$ cat src/ssce_ram.sv
// ----------------------------------------------------------------------------
// ssce_ram
// Generic single-port-write, single-port-read RAM with registered read.
// ----------------------------------------------------------------------------
`default_nettype none

module ssce_ram #(
  parameter int WIDTH = 32,
  parameter int DEPTH = 64
) (
  input  wire logic                     clk,
  input  wire logic                     we,
  input  wire logic [$clog2(DEPTH)-1:0] waddr,
  input  wire logic [WIDTH-1:0]         wdata,
  input  wire logic                     re,
  input  wire logic [$clog2(DEPTH)-1:0] raddr,
  output logic      [WIDTH-1:0]         rdata
);

  logic [WIDTH-1:0] mem [DEPTH];

  always_ff @(posedge clk) begin
    if (we) begin
      mem[waddr] <= wdata;
    end
    if (re) begin
      rdata <= mem[raddr];
    end
  end

endmodule

`default_nettype wire

$ cat config.mk
export PLATFORM = sky130hd
export DESIGN_NAME = ssce_ram
export DESIGN_NICKNAME = d
export VERILOG_FILES = /design/src/ssce_ram.sv
export SDC_FILE = /design/constraint.sdc
export NUM_CORES = 2
export LEC_CHECK = 0
export BUFFER_PORTS_ARGS = -buffer_cell sky130_fd_sc_hd__buf_4
export CORE_AREA = 2 2 544 492
export DETAILED_ROUTE_END_ITERATION = 10
export DIE_AREA = 0 0 546 494
export GPL_TIMING_DRIVEN = 1
export SETUP_SLACK_MARGIN = 0.2
export SLEW_MARGIN = 20
export SYNTH_ARGS = -nofsm -noshare
export SYNTH_HDL_FRONTEND = slang
export SYNTH_SLANG_ARGS = --single-unit
export TNS_END_PERCENT = 50
$ cat constraint.sdc
create_clock -name clk -period 4.8 [get_ports clk]
set_input_delay 0.24 -clock clk [delete_from_list [all_inputs] [get_ports clk]]
set_output_delay 0.24 -clock clk [all_outputs]
set_load 0.1 [all_outputs]
==> metrics.cfg <==
[status]
run_status=finished clean

[logic_synthesis]
syn_nets=3371
synth_ff_type=edfxtp_1
synthArstFlopShare=0
synthTopCellsByCount=edfxtp_1, mux4_2, nor2_1
yosysSeqAreaShare=0.7923
mappedNetlistArea_um2=78840
synth-edff-count=2080
yosysMostFrequentCell=edfxtp_1
yosys_warnings=0
synth_top_cell_area_share=0.7923
avgSynthCellArea_um2=23.72
ys_types=33
synth_area_leader_cell=edfxtp_1
ys_top_cells_by_area=edfxtp_1, mux4_2, mux2i_1, o22ai_1, nor2_1
synth-seq-cells=2080
synthCells=3324

[route]
viasPerCell=5.176
wl_per_cell_um=29.85
drtIter0Drc=5494
drt_first_pass_iters=5
drc=0
drt-total-wl_um=217500
vias=37720
drtAntennaViolNets=0

[pwr]
finalPower_mw=36.70
power_leakage_nw=27.68
ir_drop_v=0.0004071
powerDensity_nw_per_um2=402.7

[cts]
clk_latency_ns=0.82
cts_sinks=2080
cts-root-buf=clkbuf_16
clock_path_buffers=3
cts.clk_slew.worst_paths_ns=0.06
post-cts-setup-buffers=0
cts_tree=yes
numCtsBuffers=187
htreeDepth=4

[cells_and_area]
area_delta_synth_final_pct=15.61
num-nets-final=3652
fillers=24150
drive_gt1_frac=0.2944
multi_input_area_um2=16000
register_area_um2=62460

[global_routing]
grt_usage=0.1591
grt_pass1_vias=37690
grt_pass1_wl_um=302200
grt_antenna_before_repair=23
grt_max_degree=75
grt_overflow_total=0

[worst_setup_path]
crit_path_max_fanout=45
critPathLaunchType=input port
criticalPathCategory=in2reg
end_kind=flop
cp.arrival_ns=3.47
crit_required_ns=5.33

[floorplan]
io_pins=79
rows=179
start_util=0.2991
core-area_um2=263600
die_x_um=546
dieArea_um2=269700
die_h_um=494

[place]
port-buffer-count=78
globalplace.congestion=0.7781
dpl.hpwl_um=124800

[sta]
slew_viol_final=0
period_minus_slack_ns=2.943
period_share=0.6131
tightest_slew_ns=1.080
fin_tns_setup_ns=0
rsz0062_at_grt=no
slew_headroom=0.2782
fmax_ghz=0.3398
setup_viol=0
hold_violations=0
fin_skew_ns=0.02846

[run]
drv_cap=0

[worst_hold_path]
worst_hold_path_type=in2reg

-- routing by layer --
metal	part of all wire	routed length, µm	track usage
met2	0.46	100100	0.2441
met1	0.42	92050	0.2297
met4	0.020	4417	0.03902
met5	0.00014	31	0
met3	0.096	20970	0.03494
-- logic make-up (layout without fill, tap and decap cells) --
family,count (synthesis),count (layout),synth area share
buf+inv,182,611,0.01124
simple gates,223,223,0.01260
mux,637,637,0.1672
compound gates,202,202,0.01666
other cells,0,6,0
flops,2080,2080,0.7923
-- metrics by stage --
step                hold WS, ns  setup WS [ns]  cells  instance area [µm²]    util
floorplan                0.3389          1.400   3324                78840       -
global placement         0.7863         0.9221   6913                85020  0.3225
detailed placement       0.8136         0.9539   6914                85060  0.3227
CTS                    0.001354          1.830   7281                91100  0.3456
global route            0.04985          1.655   7283                91130  0.3457
finish                  0.05756          1.857   7288                91140  0.3458
-- final timing paths --
| kind | start | endpoint | slack [ns] | depth (start not counted) |
|---|---|---|---|---|
| setup / recovery | raddr[0] | rdata[5] | 1.86 | 8 |
| hold / removal | wdata[21] | mem[25][21] | 0.06 | 1 |
| setup reg to reg | mem[3][16] | rdata[16] | 2.31 | 4 |
| hold reg to reg | mem[13][20] | rdata[20] | 0.83 | 4 |
-- power breakdown --
group | total (mW) | internal [mW] | switching [mW] | leakage (nW)
Sequential | 20.2 | 20.1 | 0.0876 | 18.7
Combinational | 2.10 | 0.713 | 1.39 | 6.14
Clock | 14.4 | 7.84 | 6.52 | 2.80
-- flip-flops by register name, indices dropped and copies added (netlist names) --
| register | count |
|---|---|
| mem | 2048 |
| rdata | 32 |
-- area by class of cell --
type,instances,share of cell area
Antenna cell,6,0.0001647
Clock buffer,235,0.05495
Clock inverter,102,0.008003
Multi-Input combinational cell,1062,0.1756
Sequential cell,2080,0.6853
Tap cell,3529,0.04845
Timing Repair Buffer,274,0.02757
-- layout by cell type, fill, tap and decap left out, drive strengths merged, types with 2 or more instances in the layout --
| master | n |
|---|---|
| a21oi | 62 |
| a22oi | 12 |
| a311oi | 8 |
| a41o | 4 |
| and2 | 2 |
| and3 | 4 |
| buf | 244 |
| bufinv | 9 |
| clkbuf | 235 |
| clkinv | 85 |
| clkinvlp | 4 |
| diode | 6 |
| dlygate4sd3 | 30 |
| edfxtp | 2080 |
| inv | 4 |
| mux2i | 93 |
| mux4 | 544 |
| nand2 | 26 |
| nand2b | 8 |
| nand3 | 5 |
| nand3b | 5 |
| nand4 | 2 |
| nor2 | 137 |
| nor2b | 15 |
| nor3 | 7 |
| o221ai | 27 |
| o22ai | 84 |
| o32ai | 4 |
| or2 | 3 |
| or3 | 3 |
| or3b | 5 |
-- critical path: stages --
cell and delay, ns:
buf_8 0.52, buf_4 0.61, buf_4 0.36, mux4_2 0.53, o221ai_1 0.19, a21oi_1 0.10
a21oi_1 0.73, nor2_1 0.11
-- what timing repair did --
action / CTS / global route
gates resized for setup: 0 / 0
endpoints found under the hold margin: 1522 / 0
hold buffers: 30 / 0
Note: power is estimated with default switching activity, not from simulation.
