## src/ssce_pkg.sv

```systemverilog
// ----------------------------------------------------------------------------
// ssce_pkg
// Shared types, widths and helpers of the synapse current engine.
// ----------------------------------------------------------------------------
`default_nettype none

package ssce_pkg;

  localparam int MAX_NEURONS_DEF = 64;
  localparam int CNT_W  = 7;
  localparam int IDX_W  = 6;
  localparam int MASK_W = 64;
  localparam int CUR_W  = 32;
  localparam int WGT_W  = 24;
  localparam int TAU_W  = 16;
  localparam int SUM_W  = 40;
  localparam int DIV_W  = 32;

  localparam logic [CNT_W-1:0] NCOUNT_RST = 7'd64;

  // Item actions
  typedef enum logic [1:0] {
    ACT_TICK   = 2'd0,
    ACT_LOAD   = 2'd1,
    ACT_UPDATE = 2'd2,
    ACT_BIAS   = 2'd3
  } action_t;

  // One synapse entry
  typedef struct packed {
    logic [CUR_W-1:0] cur;
    logic [WGT_W-1:0] weight;
    logic [TAU_W-1:0] tau;
    logic             conn;
  } syn_word_t;

  // One neuron entry
  typedef struct packed {
    logic [SUM_W-1:0] psum;
    logic [CUR_W-1:0] bias;
  } neu_word_t;

  // Saturate a 41-bit signed value to 32 bits
  function automatic logic [CUR_W-1:0] sat32(input logic [40:0] v);
    logic hi_ok;
    logic lo_ok;
    hi_ok = (v[40:31] == 10'h000);
    lo_ok = (v[40:31] == 10'h3FF);
    if (hi_ok || lo_ok) begin
      return v[31:0];
    end else if (v[40]) begin
      return 32'h8000_0000;
    end else begin
      return 32'h7FFF_FFFF;
    end
  endfunction

endpackage

`default_nettype wire

```

## src/ssce_div.sv

```systemverilog
// ----------------------------------------------------------------------------
// ssce_div
// Radix-2 restoring divider: 32-bit dividend by 16-bit divisor, one bit a cycle.
// ----------------------------------------------------------------------------
`default_nettype none

module ssce_div (
  input  wire logic                         clk,
  input  wire logic                         rst_n,
  input  wire logic                         start,
  input  wire logic [ssce_pkg::DIV_W-1:0]   dividend,
  input  wire logic [ssce_pkg::TAU_W-1:0]   divisor,
  output logic                              done,
  output logic [ssce_pkg::DIV_W-1:0]        quotient,
  output logic                              rem_nz
);
  import ssce_pkg::*;

  localparam int CW = $clog2(DIV_W);

  logic [DIV_W-1:0] quo_r, quo_nxt;
  logic [TAU_W-1:0] rem_r, rem_nxt;
  logic [TAU_W-1:0] dvs_r, dvs_nxt;
  logic [CW-1:0]    cnt_r, cnt_nxt;
  logic             busy_r, busy_nxt;
  logic             done_r, done_nxt;
  logic [TAU_W:0]   trial;
  logic [TAU_W:0]   diff;

  // One quotient bit per cycle
  always_comb begin
    trial    = {rem_r, quo_r[DIV_W-1]};
    diff     = trial - {1'b0, dvs_r};
    quo_nxt  = quo_r;
    rem_nxt  = rem_r;
    dvs_nxt  = dvs_r;
    cnt_nxt  = cnt_r;
    busy_nxt = busy_r;
    done_nxt = 1'b0;
    if (start) begin
      quo_nxt  = dividend;
      rem_nxt  = '0;
      dvs_nxt  = divisor;
      cnt_nxt  = '0;
      busy_nxt = 1'b1;
    end else if (busy_r) begin
      if (trial >= {1'b0, dvs_r}) begin
        rem_nxt = diff[TAU_W-1:0];
        quo_nxt = {quo_r[DIV_W-2:0], 1'b1};
      end else begin
        rem_nxt = trial[TAU_W-1:0];
        quo_nxt = {quo_r[DIV_W-2:0], 1'b0};
      end
      cnt_nxt = cnt_r + 1'b1;
      if (cnt_r == CW'(DIV_W - 1)) begin
        busy_nxt = 1'b0;
        done_nxt = 1'b1;
      end
    end
  end

  always_ff @(posedge clk) begin
    if (!rst_n) begin
      busy_r <= 1'b0;
      done_r <= 1'b0;
      cnt_r  <= '0;
    end else begin
      busy_r <= busy_nxt;
      done_r <= done_nxt;
      cnt_r  <= cnt_nxt;
    end
    quo_r <= quo_nxt;
    rem_r <= rem_nxt;
    dvs_r <= dvs_nxt;
  end

  assign done     = done_r;
  assign quotient = quo_r;
  assign rem_nz   = (rem_r != '0);

endmodule

`default_nettype wire

```

## config.mk

```make
export PLATFORM = sky130hd
export DESIGN_NAME = ssce_div
export DESIGN_NICKNAME = d
export VERILOG_FILES = /design/src/ssce_pkg.sv /design/src/ssce_div.sv
export SDC_FILE = /design/constraint.sdc
export NUM_CORES = 1
export LEC_CHECK = 0
export BUFFER_PORTS_ARGS = -buffer_cell sky130_fd_sc_hd__buf_2
export CORE_MARGIN = 4
export CORE_UTILIZATION = 50
export DETAILED_ROUTE_END_ITERATION = 10
export GPL_TIMING_DRIVEN = 0
export PLACE_DENSITY = 0.75
export RECOVER_POWER = 100
export SYNTH_ARGS = -nofsm -noshare
export SYNTH_HDL_FRONTEND = slang
export SYNTH_SLANG_ARGS = --single-unit
export TNS_END_PERCENT = 5
```

## constraint.sdc

```tcl
create_clock -name clk -period 3.2 [get_ports clk]
set_clock_uncertainty 0.15 [all_clocks]
set_input_delay 0.64 -clock clk [delete_from_list [all_inputs] [get_ports clk]]
set_output_delay 0.64 -clock clk [all_outputs]
set_load 0.005 [all_outputs]
```

==> results.tsv, run 1 <==
metric	value	unit
worst-margin pin slew	1.19	ns
later-pin clock latency in the skew report	0.35	ns
FMAX	0.340	GHz
synthesized net count	387	
Synth Area in Adders	6.58	%
mapped cell area	3730	um2
max-slew violation count	0	
Setup-failing EPs final	0	
Critical-path top delay cell	ha_1	
Routability Congestion	0.906	
WHS	0.310	ns
post-synthesis sequential area ratio	51.0	%
worst min path class	input port to register	
mux cell area share after synthesis	14.4	%
Most used DFF post-synth	edfxtp_1	
critical path required time	3.16	ns
VDD IR max	286	uV
Post-synth EDFFs	48	
Post-Syn Area per Cell	11.8	um2
FF+latch count, synth	71	
area growth from synthesis to layout	19.8	%
hold_buf cts	0	
Slew Limit Headroom	20.4	%
Longest Clk Path Bufs	2	
core area	7250	um2
post-synth cell types	49	
Syn Inst Count	317	
clock sinks	71	
share of layout cells above drive strength 1	30.0	%
Synth Area in Simple Gates	9.87	%
TritonCTS Buffers	9	
crit-path cells	ha_1 > a21o_1 > a221oi_1 > a21oi_1 > a211o_1 > a21bo_2 > buf_6 > buf_6 > mux2_2	
WL/cell	16.0	um
Synth area leaders	edfxtp_1, dfxtp_1, mux2_2, ha_1, mux2i_1	
die width	94.4	um
largest family of logic cells by synthesized area	multiplexers	
die height	94.4	um
commonest non-fill, non-tap cell in the layout	buf_2	
initial antenna violation count	0	
Port Buffers	84	
Root Driver	clkbuf_8	
number of global-route vias before repair	2863	
die area	8900	um2
Most common cell on crit path	buf_6	
Routed Antenna Nets	0	
P_leak	1.86	nW
setup_tns	0	ns
row count	31	
largest net degree at the start of global routing	33	
Via density	5.41	
xor and xnor area share after synthesis	3.52	%
Tmin final	2.94	ns
WL final	8.24	mm
routed vias	2789	
complex-gate fraction of the synthesized area	10.7	%
post-CTS setup buffer count	0	
H-Tree Level Count	3	
cell family with the largest share of critical-path delay	compound AO/OA/AOI/OAI gates	
Final Hold Viols	0	
unrepaired setup endpoints after global routing	false	
CP Class	register to register	
maximum fanout along the worst path	10	
first-pass iteration count of the detailed router	4	
Buf/Inv on CP	2	
Starting Density	51.4	%
CTS tree	built	
Post-synth ARST share	0	%
I/O pin count	85	
max-cap viol count	0	
largest area contributor in the netlist	edfxtp_1	
Worst Setup End Kind	register	
CTS clk-pin slew, worst paths	0.08	ns
share of the synthesized area in the top cell type	38.7	%
Inserted Diodes	0	
dpl hpwl	6.17	mm
global route overflow	0	
first-pass GRT wire length	13.4	mm
initial DRC count	147	
post_cts resized	0	
Nets	482	
Setup crit start kind	register	
worst stage delay on the critical path	0.39	ns
status	complete, no violations	
final period utilization	91.8	%
total global routing track utilization	19.4	%
Synth warnings	0	
P per Cell Area	543	nW/um2
most frequent cells in the layout	buf_2, edfxtp_1, mux2_2	
Remaining DRCs	0	
WP data arrival	2.90	ns
reg2reg setup slack	0.26	ns
==> layout make-up <==
| class | count | area, um2 |
|---|---|---|
| clock buffer | 9 | 124 |
| tap | 99 | 124 |
| sequential | 71 | 1900 |
| fill | 626 | 2790 |
| clock inverter | 7 | 103 |
| buffer | 13 | 71.3 |
| multi-input combinational | 213 | 1670 |
| timing repair buffer | 84 | 399 |
| inverter | 20 | 75.1 |
==> logic make-up after synthesis <==
family | Yosys count
fa+ha+maj | 19
flops | 71
buf+inv | 33
compound gates | 56
mux | 49
xor+xnor | 15
simple gates | 74
==> Yosys cell counts, types with 4 or more instances <==
master    number
edfxtp_1      48
mux2_2        32
nor2_1        26
dfxtp_1       23
inv_1         20
ha_1          18
mux2i_1       16
nand2_1       14
a211oi_1      10
a21oi_1       10
o21ai_0        9
xor2_1         8
xnor2_1        7
nor4_1         6
buf_1          5
clkbuf_1       5
a21o_1         4
and3_1         4
nand2b_1       4
nand3_1        4
nand4_1        4
==> registers in the layout, indices dropped and copies added, names as in the netlist <==
signal    flops
quotient     32
dvs_r        16
rem_r        16
cnt_r         5
busy_r        1
done          1
==> path summary, 6_finish.rpt <==
check,cells after the start,endpoint,from
worst min register to register,2,rem_r[15],rem_r[15]
worst max-delay path,9,quotient[0],rem_r[7]
worst min-delay path,1,dvs_r[8],divisor[8]
worst max register to register,9,quotient[0],rem_r[7]
==> layer usage <==
metal / global-route usage, % / part of all wire [%] / vias up
li1: - / - / 1368
met1: 26.2 / 46 / 1328
met2: 29.4 / 46 / 83
met3: 5.26 / 6.7 / 10
met4: 8.18 / 1.5 / 0
met5: 0 / 0 / -
==> per-stage QoR <==
step	setup WS, ns	power [W]	utilization (%)	cell area, um2	cells
floorplan	0.532	0.00147	-	3730	317
global route	0.0938	0.00255	61.6	4470	516
CTS	0.324	0.00245	62.0	4500	516
detailed placement	0.341	0.00163	58.9	4270	500
finish	0.262	0.00243	61.6	4470	516
global placement	0.340	0.00162	58.9	4270	500
==> power breakdown <==
part           switching (W)  internal [W]  total, W
Sequential         0.0000489       0.00107   0.00112
Clock               0.000371      0.000450  0.000820
Combinational       0.000255      0.000230  0.000485
Total               0.000674       0.00175   0.00243
No activity file was read; power rests on OpenSTA's default activity.
==> run 2: changes to the inputs <==
--- a/config.mk
+++ b/config.mk
@@ -5,12 +5,13 @@
 export SDC_FILE = /design/constraint.sdc
 export NUM_CORES = 1
 export LEC_CHECK = 0
+export ABC_AREA = 1
 export BUFFER_PORTS_ARGS = -buffer_cell sky130_fd_sc_hd__buf_2
 export CORE_MARGIN = 4
 export CORE_UTILIZATION = 50
 export DETAILED_ROUTE_END_ITERATION = 10
 export GPL_TIMING_DRIVEN = 0
-export PLACE_DENSITY = 0.75
+export PLACE_DENSITY = 0.74
 export RECOVER_POWER = 100
 export SYNTH_ARGS = -nofsm -noshare
 export SYNTH_HDL_FRONTEND = slang
==> results.tsv, run 2 <==
metric	value	unit
Synth area leaders	edfxtp_1, nand2_1, dfxtp_1, ha_1, inv_1	
first-pass iteration count of the detailed router	5	
Worst Setup End Kind	register	
row count	32	
worst-margin pin slew	1.23	ns
worst stage delay on the critical path	0.95	ns
Inserted Diodes	0	
Layout fillers	737	
max-cap viol count	0	
crit-path cells	buf_2 > clkbuf_1 > nor2_1 > inv_1	
combinational share of power	13.3	%
Seq pwr share	52.2	%
share of the synthesized area in the top cell type	34.9	%
Tmin final	2.76	ns
Synth warnings	0	
core area	7890	um2
Post-Syn Area per Cell	8.02	um2
Psw	0.000553	W
clock network power share	34.4	%
cell family with the largest share of critical-path delay	buffers and inverters	
setup_tns	0	ns
CTS tree	built	
Setup crit start kind	input port	
top layer used by detailed routing	met4	
reg2reg end	rem_r[14]	
Hold Path End	dvs_r[11]	
die height	98.9	um
largest net degree at the start of global routing	34	
H-Tree Level Count	3	
die width	98.9	um
WL final	9.52	mm
Post-synth EDFFs	48	
Routability Congestion	0.916	
Syn Inst Count	515	
Net Sw Frac	26.6	%
internal power	0.00153	W
CTS clk-pin slew, worst paths	0.08	ns
Remaining DRCs	0	
max reg flops	32	
Slew Limit Headroom	17.8	%
later-pin clock latency in the skew report	0.34	ns
TritonCTS Buffers	9	
routed vias	3631	
initial DRC count	200	
hold_buf cts	0	
first-pass GRT wire length	15.8	mm
Place WS	0.0285	ns
P_leak	2.47	nW
Routed Antenna Nets	0	
Critical-path top delay cell	inv_1	
Final Hold Viols	0	
FF-to-FF path depth	15	
VDD IR max	247	uV
P per Cell Area	434	nW/um2
reg2reg setup slack	0.49	ns
setup ws final	0.438	ns
WP data arrival	2.57	ns
Nets	680	
final period utilization	86.3	%
commonest non-fill, non-tap cell in the layout	nand2_1	
Longest Clk Path Bufs	2	
synthesized net count	585	
Post-synth ARST share	0	%
FMAX	0.362	GHz
post-CTS setup buffer count	0	
number of global-route vias before repair	3540	
Hold Path Depth	1	
share of layout cells above drive strength 1	17.7	%
post_cts resized	0	
most frequent cell after synthesis	nand2_1	
largest area contributor in the netlist	edfxtp_1	
mapped cell area	4130	um2
post-synthesis sequential area ratio	46.0	%
Setup-failing EPs final	0	
WL/cell	13.3	um
total global routing track utilization	20.0	%
Via density	5.06	
I/O pin count	85	
area post-placement	4680	um2
synth cell count leaders	nand2_1, inv_1, edfxtp_1	
Worst path depth	4	
Most used DFF post-synth	edfxtp_1	
maximum fanout along the worst path	33	
Buf/Inv on CP	3	
most frequent cells in the layout	nand2_1, buf_2, inv_1	
critical path required time	3.01	ns
area growth from synthesis to layout	15.9	%
clock sinks	71	
metal2 WL	4.40	mm
Port Buffers	84	
max-slew violation count	0	
Hold Crit Start	divisor[11]	
initial antenna violation count	0	
M1 wire length	4.30	mm
die area	9780	um2
worst min path class	input port to register	
FF+latch count, synth	71	
post-synth cell types	35	
global route overflow	0	
met3 wire length	693	um
CP Class	input port to register	
cell area after layout	4790	um2
Starting Density	52.4	%
status	complete, no violations	
Reg-to-Reg Start	dvs_r[2]	
dpl hpwl	7.34	mm
Root Driver	clkbuf_8	
unrepaired setup endpoints after global routing	false	
==> run 2: final cells by class <==
class | instances | area, um2 | area share [%]
flip-flops and latches | 71 | 1900 | 39.7
multi-input cells | 364 | 1830 | 38.3
repair buffers | 84 | 394 | 8.24
inverters | 66 | 248 | 5.18
clock buffers | 10 | 128 | 2.67
well taps | 102 | 128 | 2.67
plain buffers | 14 | 85.1 | 1.78
clock inverters | 6 | 70.1 | 1.46
==> run 2: worst reg2reg max path: stages, from the launching register on <==
cell and delay, ns:
edfxtp_1 0.36, inv_1 0.07, ha_1 0.21, buf_2 0.16
nand2_1 0.07, nand2_1 0.04, nand2_1 0.05, nand3_1 0.18
nand2_1 0.15, nand2_1 0.07, nand2_1 0.36, nand2_1 0.35
buf_12 0.25, nand2_1 0.08, nand3_2 0.06, nand2_1 0.07
==> run 2: worst max path at each step <==
stage	to	slack (ns)	from
after global placement	quotient[5]	0.09	start
after detailed placement	quotient[6]	0.03	start
after CTS	quotient[5]	0.41	start
after floorplan	quotient[0]	0.99	start
after global routing	rem_r[14]	0.18	dvs_r[3]
final	quotient[5]	0.44	start
==> run 2: logic make-up (layout without fill, tap and decap cells) <==
kind of cell,count (synthesis),after routing,share of synthesized area [%]
xor gates and xnor gates,6,6,1.27
and+or+nand+nor,320,320,36.1
DFF,71,71,46.0
adders and majority gates,19,19,5.94
AOI/OAI and AO/OA,19,19,2.57
buffers and inverters,80,180,8.09
==> run 2: power by group through the flow <==
stage	clock network [W]	registers [W]	logic, W
finish	0.000716	0.00109	0.000277
global route	0.000773	0.00109	0.000315
CTS	0.000730	0.00109	0.000288
detailed placement	0	0.00110	0.000288
global placement	0	0.00110	0.000281
floorplan	0	0.00110	0.000162
==> run 2: per-stage QoR <==
step	util, %	cells	hold WS [ns]	total power, W
final	60.7	717	0.316	0.00208
after global routing	60.7	717	0.290	0.00218
after CTS	61.8	717	0.297	0.00210
after detailed placement	59.3	701	0.317	0.00139
after global placement	59.3	701	0.306	0.00139
after floorplan	-	515	0.295	0.00127
==> run 2: metal layers <==
layer,GRT usage [%],up-vias
li1,-,1829
met1,26.2,1668
met2,31.9,122
met3,5.17,12
met4,7.35,0
met5,0,-
